File: config.mk
export PLATFORM = sky130hd
export DESIGN_NAME = cert_compress_method_negotiator_core_flat
export DESIGN_NICKNAME = d
export VERILOG_FILES = /design/src/rtl/ccmn_pkg.sv /design/src/rtl/ccmn_if.sv /design/src/rtl/ccmn_in_stage.sv /design/src/rtl/ccmn_parse.sv /design/src/rtl/cert_compress_method_negotiator_core.sv /design/src/flat_wrapper.sv
export SDC_FILE = /design/constraint.sdc
export NUM_CORES = 1
export LEC_CHECK = 0
export ABC_CLOCK_PERIOD_IN_PS = 2700
export BUFFER_PORTS_ARGS = -buffer_cell sky130_fd_sc_hd__buf_2
export CORE_MARGIN = 5
export CORE_UTILIZATION = 53
export DETAILED_ROUTE_END_ITERATION = 8
export PLACE_DENSITY = 0.83
export SETUP_SLACK_MARGIN = 0.4
export SYNTH_ARGS = -nofsm -noshare
export SYNTH_HDL_FRONTEND = slang
export SYNTH_SLANG_ARGS = --single-unit
export TNS_END_PERCENT = 100
File: constraint.sdc
create_clock -name clk_i -period 2.7 [get_ports clk_i]
set_input_delay 0.54 -clock clk_i [delete_from_list [all_inputs] [get_ports clk_i]]
set_output_delay 0.54 -clock clk_i [all_outputs]
set_load 0.02 [all_outputs]
File: src/rtl/ccmn_pkg.sv
// Package: shared types and constants for the certificate-compression negotiator.
`timescale 1ns / 1ps
package ccmn_pkg;

  localparam int unsigned MaskW   = 3;
  localparam logic [7:0]  LenMin  = 8'd2;
  localparam logic [7:0]  LenMax  = 8'd254;
  localparam logic [7:0]  PosMax  = 8'd255;

  localparam logic [1:0] MethodNone   = 2'd0;
  localparam logic [1:0] MethodZlib   = 2'd1;
  localparam logic [1:0] MethodBrotli = 2'd2;
  localparam logic [1:0] MethodZstd   = 2'd3;

  typedef enum logic [1:0] {
    STATUS_OK      = 2'd0,
    STATUS_BAD_LEN = 2'd1,
    STATUS_TRUNC   = 2'd2
  } status_e;

  typedef struct packed {
    logic [7:0] data_byte;
    logic       last_byte;
  } item_t;

  typedef struct packed {
    status_e    status;
    logic [1:0] selected_method;
    logic       selection_updated;
  } result_t;

endpackage

File: src/rtl/ccmn_if.sv
// Interfaces: input byte channel, result channel and configuration write channel.
`timescale 1ns / 1ps
interface ccmn_in_if;
  logic       valid;
  logic       ready;
  logic [7:0] data_byte;
  logic       last_byte;
  modport source (output valid, output data_byte, output last_byte, input ready);
  modport sink   (input valid, input data_byte, input last_byte, output ready);
endinterface

interface ccmn_out_if;
  logic       valid;
  logic       ready;
  logic [1:0] status;
  logic [1:0] selected_method;
  logic       selection_updated;
  modport source (output valid, output status, output selected_method,
                  output selection_updated, input ready);
  modport sink   (input valid, input status, input selected_method,
                  input selection_updated, output ready);
endinterface

interface ccmn_cfg_if;
  logic       valid;
  logic       ready;
  logic [2:0] enabled_methods;
  modport source (output valid, output enabled_methods, input ready);
  modport sink   (input valid, input enabled_methods, output ready);
endinterface

File: src/rtl/ccmn_in_stage.sv
// Input register stage: captures one byte transfer and holds it until parsed.
`timescale 1ns / 1ps
module ccmn_in_stage
  import ccmn_pkg::*;
(
  input  logic        clk_i,
  input  logic        rst_ni,
  ccmn_in_if.sink     in_i,
  input  logic        advance_i,
  output logic        valid_o,
  output item_t       item_o
);

  logic  valid_q, valid_d;
  item_t item_q, item_d;
  logic  take;

  assign in_i.ready = !valid_q || advance_i;
  assign take       = in_i.valid && in_i.ready;

  always_comb begin
    valid_d = valid_q;
    item_d  = item_q;
    if (take) begin
      valid_d          = 1'b1;
      item_d.data_byte = in_i.data_byte;
      item_d.last_byte = in_i.last_byte;
    end else if (advance_i) begin
      valid_d = 1'b0;
    end
  end

  always_ff @(posedge clk_i or negedge rst_ni) begin
    if (!rst_ni) begin
      valid_q <= 1'b0;
    end else begin
      valid_q <= valid_d;
    end
  end

  always_ff @(posedge clk_i) begin
    item_q <= item_d;
  end

  assign valid_o = valid_q;
  assign item_o  = item_q;

endmodule

File: src/rtl/ccmn_parse.sv
// Parser: list length check, 16-bit entry assembly, mask match and selection store.
`timescale 1ns / 1ps
module ccmn_parse
  import ccmn_pkg::*;
(
  input  logic             clk_i,
  input  logic             rst_ni,
  input  logic             fire_i,
  input  item_t            item_i,
  input  logic [MaskW-1:0] mask_i,
  output result_t          result_o
);

  logic [7:0] pos_q, pos_d;
  logic [7:0] len_q, len_d;
  logic [7:0] high_q, high_d;
  logic       match_q, match_d;
  logic [1:0] pend_q, pend_d;
  logic       bad_q, bad_d;
  logic [1:0] sel_q, sel_d;
  logic [7:0] b;
  logic [1:0] bit_idx;

  assign b       = item_i.data_byte;
  assign bit_idx = b[1:0] - 2'd1;

  always_comb begin
    pos_d    = pos_q;
    len_d    = len_q;
    high_d   = high_q;
    match_d  = match_q;
    pend_d   = pend_q;
    bad_d    = bad_q;
    sel_d    = sel_q;
    result_o = '{status: STATUS_OK, selected_method: sel_q, selection_updated: 1'b0};

    if (fire_i) begin
      if (mask_i != '0) begin
        if (pos_q == 8'd0) begin
          len_d = b;
          bad_d = (b < LenMin) || (b > LenMax) || b[0];
        end else if (!bad_q && (pos_q <= len_q)) begin
          if (pos_q[0]) begin
            high_d = b;
          end else if ((high_q == 8'd0) && (b >= 8'(MethodZlib)) &&
                       (b <= 8'(MethodZstd)) && !match_q) begin
            if (mask_i[bit_idx]) begin
              match_d = 1'b1;
              pend_d  = b[1:0];
            end
          end
        end
        if (pos_q != PosMax) begin
          pos_d = pos_q + 8'd1;
        end
        if (item_i.last_byte) begin
          if (bad_d) begin
            result_o.status = STATUS_BAD_LEN;
          end else if (pos_q < len_d) begin
            result_o.status = STATUS_TRUNC;
          end else begin
            sel_d                      = match_d ? pend_d : MethodNone;
            result_o.selection_updated = 1'b1;
          end
          result_o.selected_method = sel_d;
        end
      end
      if (item_i.last_byte) begin
        pos_d   = '0;
        len_d   = '0;
        high_d  = '0;
        match_d = 1'b0;
        pend_d  = MethodNone;
        bad_d   = 1'b0;
      end
    end
  end

  always_ff @(posedge clk_i or negedge rst_ni) begin
    if (!rst_ni) begin
      pos_q   <= '0;
      len_q   <= '0;
      high_q  <= '0;
      match_q <= 1'b0;
      pend_q  <= MethodNone;
      bad_q   <= 1'b0;
      sel_q   <= MethodNone;
    end else begin
      pos_q   <= pos_d;
      len_q   <= len_d;
      high_q  <= high_d;
      match_q <= match_d;
      pend_q  <= pend_d;
      bad_q   <= bad_d;
      sel_q   <= sel_d;
    end
  end

`ifndef SYNTHESIS
  a_clear_after_last: assert property (@(posedge clk_i) disable iff (!rst_ni)
    fire_i && item_i.last_byte |=> pos_q == 8'd0 && !match_q && !bad_q)
    else $error("parse state not cleared after last byte");
  a_match_has_method: assert property (@(posedge clk_i) disable iff (!rst_ni)
    match_q |-> pend_q != MethodNone)
    else $error("match latched without a method");
  a_sel_only_on_last: assert property (@(posedge clk_i) disable iff (!rst_ni)
    !(fire_i && item_i.last_byte) |=> $stable(sel_q))
    else $error("stored selection changed outside a last byte");
  a_update_means_ok: assert property (@(posedge clk_i) disable iff (!rst_ni)
    result_o.selection_updated |-> result_o.status == STATUS_OK)
    else $error("selection updated with a failing status");
`endif

endmodule

File: src/rtl/cert_compress_method_negotiator_core.sv
// Top level: certificate-compression method negotiator, receive side.
`timescale 1ns / 1ps
// Takes one extension body byte per transfer on in_i, one byte per cycle
// while out_o takes its results: a byte is held in the input register, then
// passes through the parser into the result register that drives out_o. Only
// a byte marked last_byte produces a result on out_o; it carries the status,
// the stored selection after this extension, and whether the selection was
// written. Input stalls only while a result waits on out_o and the input
// register holds a byte. enabled_methods is written on cfg_i, which is
// always ready; write it only while no extension is in flight.
module cert_compress_method_negotiator_core
  import ccmn_pkg::*;
(
  input  logic        clk_i,
  input  logic        rst_ni,
  ccmn_in_if.sink     in_i,
  ccmn_out_if.source  out_o,
  ccmn_cfg_if.sink    cfg_i
);

  logic [MaskW-1:0] mask_q, mask_d;
  logic             stage_valid;
  item_t            stage_item;
  logic             advance;
  result_t          result;
  logic             out_valid_q, out_valid_d;
  result_t          out_res_q, out_res_d;
  logic             emit;

  assign cfg_i.ready = 1'b1;
  assign mask_d      = (cfg_i.valid && cfg_i.ready) ? cfg_i.enabled_methods : mask_q;

  assign advance = stage_valid && (!out_valid_q || out_o.ready);
  assign emit    = advance && stage_item.last_byte;

  ccmn_in_stage u_in_stage (
    .clk_i     (clk_i),
    .rst_ni    (rst_ni),
    .in_i      (in_i),
    .advance_i (advance),
    .valid_o   (stage_valid),
    .item_o    (stage_item)
  );

  ccmn_parse u_parse (
    .clk_i    (clk_i),
    .rst_ni   (rst_ni),
    .fire_i   (advance),
    .item_i   (stage_item),
    .mask_i   (mask_q),
    .result_o (result)
  );

  always_comb begin
    out_valid_d = out_valid_q;
    out_res_d   = out_res_q;
    if (emit) begin
      out_valid_d = 1'b1;
      out_res_d   = result;
    end else if (out_o.ready) begin
      out_valid_d = 1'b0;
    end
  end

  always_ff @(posedge clk_i or negedge rst_ni) begin
    if (!rst_ni) begin
      mask_q      <= '0;
      out_valid_q <= 1'b0;
    end else begin
      mask_q      <= mask_d;
      out_valid_q <= out_valid_d;
    end
  end

  always_ff @(posedge clk_i) begin
    out_res_q <= out_res_d;
  end

  assign out_o.valid             = out_valid_q;
  assign out_o.status            = 2'(out_res_q.status);
  assign out_o.selected_method   = out_res_q.selected_method;
  assign out_o.selection_updated = out_res_q.selection_updated;

`ifndef SYNTHESIS
  a_no_overwrite: assert property (@(posedge clk_i) disable iff (!rst_ni)
    out_valid_q && !out_o.ready |-> !emit)
    else $error("pending result overwritten");
  a_emit_shows: assert property (@(posedge clk_i) disable iff (!rst_ni)
    emit |=> out_valid_q)
    else $error("result not presented after last byte");
  a_stall_cause: assert property (@(posedge clk_i) disable iff (!rst_ni)
    !in_i.ready |-> stage_valid && out_valid_q && !out_o.ready)
    else $error("input stalled without a full result register");
`endif

endmodule
File: src/flat_wrapper.sv
// flat-port wrapper written by rule: the top's interface ports become plain ports
module cert_compress_method_negotiator_core_flat import ccmn_pkg::*;
  (clk_i, rst_ni, in_i_valid, in_i_data_byte, in_i_last_byte, in_i_ready, out_o_valid, out_o_status, out_o_selected_method, out_o_selection_updated, out_o_ready, cfg_i_valid, cfg_i_enabled_methods, cfg_i_ready);
  ccmn_in_if in_i_i ();
  ccmn_out_if out_o_i ();
  ccmn_cfg_if cfg_i_i ();
  input  logic clk_i;
  input  logic rst_ni;
  input wire logic [$bits(in_i_i.valid)-1:0] in_i_valid;
  input wire logic [$bits(in_i_i.data_byte)-1:0] in_i_data_byte;
  input wire logic [$bits(in_i_i.last_byte)-1:0] in_i_last_byte;
  output wire logic [$bits(in_i_i.ready)-1:0] in_i_ready;
  output wire logic [$bits(out_o_i.valid)-1:0] out_o_valid;
  output wire logic [$bits(out_o_i.status)-1:0] out_o_status;
  output wire logic [$bits(out_o_i.selected_method)-1:0] out_o_selected_method;
  output wire logic [$bits(out_o_i.selection_updated)-1:0] out_o_selection_updated;
  input wire logic [$bits(out_o_i.ready)-1:0] out_o_ready;
  input wire logic [$bits(cfg_i_i.valid)-1:0] cfg_i_valid;
  input wire logic [$bits(cfg_i_i.enabled_methods)-1:0] cfg_i_enabled_methods;
  output wire logic [$bits(cfg_i_i.ready)-1:0] cfg_i_ready;
  assign in_i_i.valid = in_i_valid;
  assign in_i_i.data_byte = in_i_data_byte;
  assign in_i_i.last_byte = in_i_last_byte;
  assign in_i_ready = in_i_i.ready;
  assign out_o_valid = out_o_i.valid;
  assign out_o_status = out_o_i.status;
  assign out_o_selected_method = out_o_i.selected_method;
  assign out_o_selection_updated = out_o_i.selection_updated;
  assign out_o_i.ready = out_o_ready;
  assign cfg_i_i.valid = cfg_i_valid;
  assign cfg_i_i.enabled_methods = cfg_i_enabled_methods;
  assign cfg_i_ready = cfg_i_i.ready;
  cert_compress_method_negotiator_core u_core (.clk_i(clk_i), .rst_ni(rst_ni), .in_i(in_i_i), .out_o(out_o_i), .cfg_i(cfg_i_i));
endmodule
# Yosys cells after proc, flatten, opt, wreduce, memory -nomap -nowiden
# Index checks and enable logic that the tools add are counted.
# Widths: inputs -> output; s select.
[word_totals] regBits=49 out_inout_bits=8
[classes] addsub=2 order_cmp=7 n_eq_ne=2 n_mux=50 bitwise_logic=3 reduce_logical=29
[op_table] operator="$mux 8" count=13
[op_table] operator="$mux 1" count=22
[op_table] operator="$mux 2" count=11
[op_table] operator="$logic_not 8->1" count=2
[op_table] operator="$reduce_bool 2->1" count=6
[op_table] operator="$mux 3" count=3
[op_table] operator="$add 8x1->8 const B" count=1
[op_table] operator="$ge 8x1->1 const B" count=1
[op_table] operator="$gt 8x8->1 const B" count=1
[op_table] operator="$le 8x2->1 const B" count=1
[op_table] operator="$le 8x8->1" count=1
[op_table] operator="$lt 8x2->1 const B" count=1
[op_table] operator="$lt 8x8->1" count=1
[op_table] operator="$ne 8x8->1 const B" count=1
[op_table] operator="$logic_and 1x1->1" count=7
[op_table] operator="$reduce_and 3->1" count=2
[op_table] operator="$reduce_and 5->1" count=1
[op_table] operator="$logic_not 1->1" count=4
[op_table] operator="$logic_or 1x1->1" count=4
[op_table] operator="$reduce_or 4->1" count=1
[op_table] operator="$lt 2x3->1 const B" count=1
[op_table] operator="$not 1->1" count=3
[op_table] operator="$reduce_bool 3->1" count=1
[op_table] operator="$bmux 1 s2" count=1
[op_table] operator="3 further kinds" count=3

# Logic depth before layout (Yosys ltp)
[logic_depth] word_depth=16 depth_mapped=13

# By module
# Synthesis repeated with hierarchy kept, for this count alone.
[unflattened] hier_cells=253 area_unflattened_um2=2660.1
[by_module_without_submodules] module="ccmn_parse" instances=1 cells_each=221 area_per_inst_um2=2014.4 seq_area_each_um2=750.7
[by_module_without_submodules] module="ccmn_in_stage" instances=1 cells_each=13 area_per_inst_um2=324.1 seq_area_each_um2=295.3
[by_module_without_submodules] module="cert_compress_method_negotiator_core" instances=1 cells_each=19 area_per_inst_um2=321.6 seq_area_each_um2=250.2

# Worst setup path before layout
# No wires, ideal clock.
[synth_timing] kind="reg2reg" start="reg u_core.u_parse.pos_q[0]" end="reg u_core.out_res_q, in the netlist u_core.out_o.selected_method[0] (data pin)" arrival_ps=2542 required_time_ps=2436 setup_slack_ps=-106 stages_incl_launch_ff=14 period_less_slack_ps=2806 cell_sequence="dfrtp_1 inv_1 ha_1 nor4b_4 nand2_2 buf_2 nor2_1 a21oi_1 ha_1 a21oi_1 o21ai_0 a221oi_1 a21boi_4 mux2i_1"
[synth_lines] item="from (decl)" line_no="ccmn_parse.sv:14" source="logic [7:0] pos_q, pos_d;"
[synth_lines] item="from (signal assigned)" line_no="ccmn_parse.sv:89" source="pos_q <= pos_d;"
[synth_lines] item="to (signal assigned)" line_no="cert_compress_method_negotiator_core.sv:76" source="out_res_q <= out_res_d;"
[synth_lines] item="to (decl)" line_no="cert_compress_method_negotiator_core.sv:27" source="result_t out_res_q, out_res_d;"

==> impl_metrics.json <==
{
  "power_density_nw_per_um2": 743.2,
  "clockBufferDepth": 2,
  "crit_chain": "inv_2 > ha_4 > nor4b_4 > buf_4 > nand2_4 > mux2i_2 > ha_1 > a21oi_2 > o21ai_2 > a221oi_4 > a21boi_4 > mux2i_1",
  "synth_most_common_cell": "dfrtp_1",
  "synth-async-reset-ratio_pct": 71.43,
  "antenna_found_initial": 0,
  "net-switching-power_mw": 0.8777,
  "die_area_sq_um": 6409,
  "row_count": 25,
  "synthCells": 237,
  "hold_class": "primary input to asynchronous set/reset pin",
  "grt_remaining_overflow": 0,
  "max-slew-margin-rel_pct": 47.36,
  "p_leak_nw": 1.440,
  "grt_max_degree": 36,
  "stdcell_count": 358,
  "multiInputGateArea_sq_um": 1351,
  "grt_pass1_vias": 2130,
  "wl_per_cell_um": 16.39,
  "ios": 25,
  "globalplace.congestion": 0.9364,
  "cp_max_fo": 5,
  "ff2ff_path_depth": 12,
  "maxSlewViolCount": 0,
  "area_delta_synth_final_pct": 23.62,
  "detail_route.first_pass.iterations": 4,
  "final_nets": 326,
  "synth-seq-cells": 49,
  "tightest_slew_ns": 0.7896,
  "clkSinkCount": 49,
  "dieWidth_um": 80.06,
  "yosysUniqueCellTypes": 47,
  "syn_nets": 273,
  "drive_above_1_share_pct": 30.93,
  "clockRootBuffer": "clkbuf_8",
  "final-hold-violation-count": 0,
  "track_usage_pct": 19.77,
  "drt_iter0_markers": 139,
  "synthTopCellsByCount": "dfrtp_1, nand2_1, ha_1, inv_1",
  "synth_top_area_cell": "dfrtp_1",
  "maxCapViolCount": 0,
  "core_area_sq_um": 4755,
  "outcome": "finished with violations",
  "min_period_ns": 2.777,
  "ys_warn_count": 0,
  "reg2reg_slack_ns": -0.08,
  "regArea_sq_um": 1296,
  "cp-start-kind": "register",
  "critical-path-slowest-cell": "dfrtp_1",
  "ant_nets": 0,
  "place_inst": 339,
  "fmax_mhz": 360.1,
  "final-setup-viol-count": 4,
  "rsz0062_at_grt": "true",
  "fillers": 355,
  "syn_area_per_cell_sq_um": 10.98,
  "combinationalPowerShare_pct": 41.3,
  "critPathMaxStageDelay_ns": 0.40,
  "clkPwrFrac_pct": 18.2,
  "start_util_pct": 54.71,
  "placement.io_buffers": 23,
  "drc_errors": 0,
  "synth_seq_area_share_pct": 49.83,
  "yosysTopAreaCellShare_pct": 33.67,
  "synth-edff-count": 14,
  "end_kind": "register",
  "netlist_area_sq_um": 2601,
  "grt_pass1_wl_um": 9556,
  "regToRegEndpoint": "u_core.out_o.selected_method[0]$_DFFE_PP_",
  "wirelength_um": 5869,
  "fin_hold_ws_ns": 0.2951,
  "cts_max_level": 2,
  "ir_worst_vdd_uv": 485.9,
  "pre_cts_slack_ns": -0.1499,
  "clk_pin_slew_ns": 0.09,
  "cts-buffers-inserted": 5,
  "fin_skew_ns": 0.009877,
  "clock_latency_ns": 0.31,
  "internal-power_mw": 1.512,
  "finalPower_mw": 2.390,
  "antenna_cells": 0,
  "hpwl_um": 4276,
  "worst_slack_ns": -0.07696,
  "chipHeight_um": 80.06,
  "violations": "setup timing",
  "via_count": 2020,
  "synth_area_leaders": "dfrtp_1, edfxtp_1, ha_1, mux2i_1, a32o_1",
  "finalCritPeriodShare_pct": 102.9,
  "crit-reg2reg-launch": "u_core.u_parse.pos_q[1]$_DFFE_PN0P_",
  "path_class": "register to register",
  "ys.flop_type": "dfrtp_1",
  "worstPathRequired_ns": 2.74,
  "tns_ns": -0.2252,
  "viasPerCell": 5.642,
  "cts_tree": "yes",
  "p_seq_share_pct": 40.5,
  "sw_frac_of_total_pct": 36.73,
  "cp.arrival_ns": 2.82
}
-- cells by family after synthesis --
logic type / synth area share [%]
buffers and inverters: 3.800
other: 0.1442
multiplexers: 5.484
AND/OR/NAND/NOR: 16.02
adder cells (fa/ha/maj): 9.139
flip-flops: 49.83
AO/OA/AOI/OAI: 13.56
XOR/XNOR: 2.020
-- power groups by stage --
stage	logic, mW	clock network (mW)	registers (mW)
floorplan	0.529	0	0.978
global placement	0.738	0	0.969
detailed placement	0.786	0	0.976
CTS	0.901	0.442	0.962
global route	1.09	0.480	0.981
finish	0.988	0.435	0.967
-- flip-flops by register name (all words and copies together), names as in the netlist --
register	flops
u_core.u_in_stage.item_o	9
u_core.u_parse.high_q	8
u_core.u_parse.len_q	8
u_core.u_parse.pos_q	8
u_core.mask_q	3
u_core.out_o.selected_method	2
u_core.out_o.status	2
u_core.u_parse.pend_q	2
u_core.u_parse.sel_q	2
u_core.out_o.selection_updated	1
u_core.out_o.valid	1
u_core.u_in_stage.valid_o	1
u_core.u_parse.bad_q	1
u_core.u_parse.match_q	1
-- worst max-delay path by stage --
stage	start	end	slack, ns	depth (start not counted)
global placement	u_core.u_parse.pos_q[1]$_DFFE_PN0P_	u_core.out_o.selected_method[0]$_DFFE_PP_	-0.001	12
global route	u_core.u_parse.pos_q[1]$_DFFE_PN0P_	u_core.out_o.selected_method[0]$_DFFE_PP_	-0.21	12
finish	u_core.u_parse.pos_q[1]$_DFFE_PN0P_	u_core.out_o.selected_method[0]$_DFFE_PP_	-0.08	12
detailed placement	u_core.u_parse.pos_q[1]$_DFFE_PN0P_	u_core.out_o.selected_method[0]$_DFFE_PP_	-0.15	11
floorplan	u_core.u_parse.pos_q[0]$_DFFE_PN0P_	u_core.out_o.selected_method[0]$_DFFE_PP_	0.06	13
CTS	u_core.u_parse.pos_q[1]$_DFFE_PN0P_	u_core.out_o.selected_method[0]$_DFFE_PP_	-0.08	12
-- repair_timing --
item / in CTS / in global routing
gates resized for setup: 13 / 17
cloned: 1 / 0
pin swaps: 8 / 10
hold buffers: 0 / 0
setup endpoints to repair: 7 / 17
setup buffers: 7 / 3
-- critical path: cells and delay by family, from the launching register on --
family	cells	cell delay (ns)
DFF	1	0.40
adders and majority gates	2	0.46
buffers and inverters	2	0.27
AOI/OAI and AO/OA	4	0.72
muxes	2	0.30
and+or+nand+nor	2	0.35
-- cell usage in the layout, fill, tap and decap left out, types with 6 or more instances in the layout --
cell and n:
edfxtp_1 14, buf_4 27, dfrtp_1 35, a21oi_1 8, ha_1 16, mux2i_1 10
inv_1 15, nor2_1 12, nand2_1 20, buf_2 23, a32o_1 8, o21ai_0 12
xor2_1 6, nand4_1 10
-- metrics by stage --
step	area, sq um	utilization, %
after CTS	3118	65.58
after global routing	3216	67.63
after global placement	2910	61.21
after floorplan	2614	-
final	3216	67.63
after detailed placement	2910	61.21
-- final cells by class --
type                       instances  share of cell area [%]
clock inverter                     3                  0.7004
clock buffer                       5                   2.140
timing repair buffer              50                   9.883
tap                               67                   2.607
sequential                        49                   40.31
multi-input combinational        164                   42.02
inverter                          20                   2.335
-- routing by layer --
| metal | vias to the layer above | global-route usage, % | part of all wire, % |
|---|---|---|---|
| li1 | 972 | - | - |
| met3 | 9 | 3.251 | 4.8 |
| met1 | 988 | 24.04 | 43 |
| met4 | 0 | 7.770 | 1.9 |
| met2 | 51 | 34.77 | 51 |
| met5 | - | 0 | 0 |
Power figures use the tool's default switching activity.
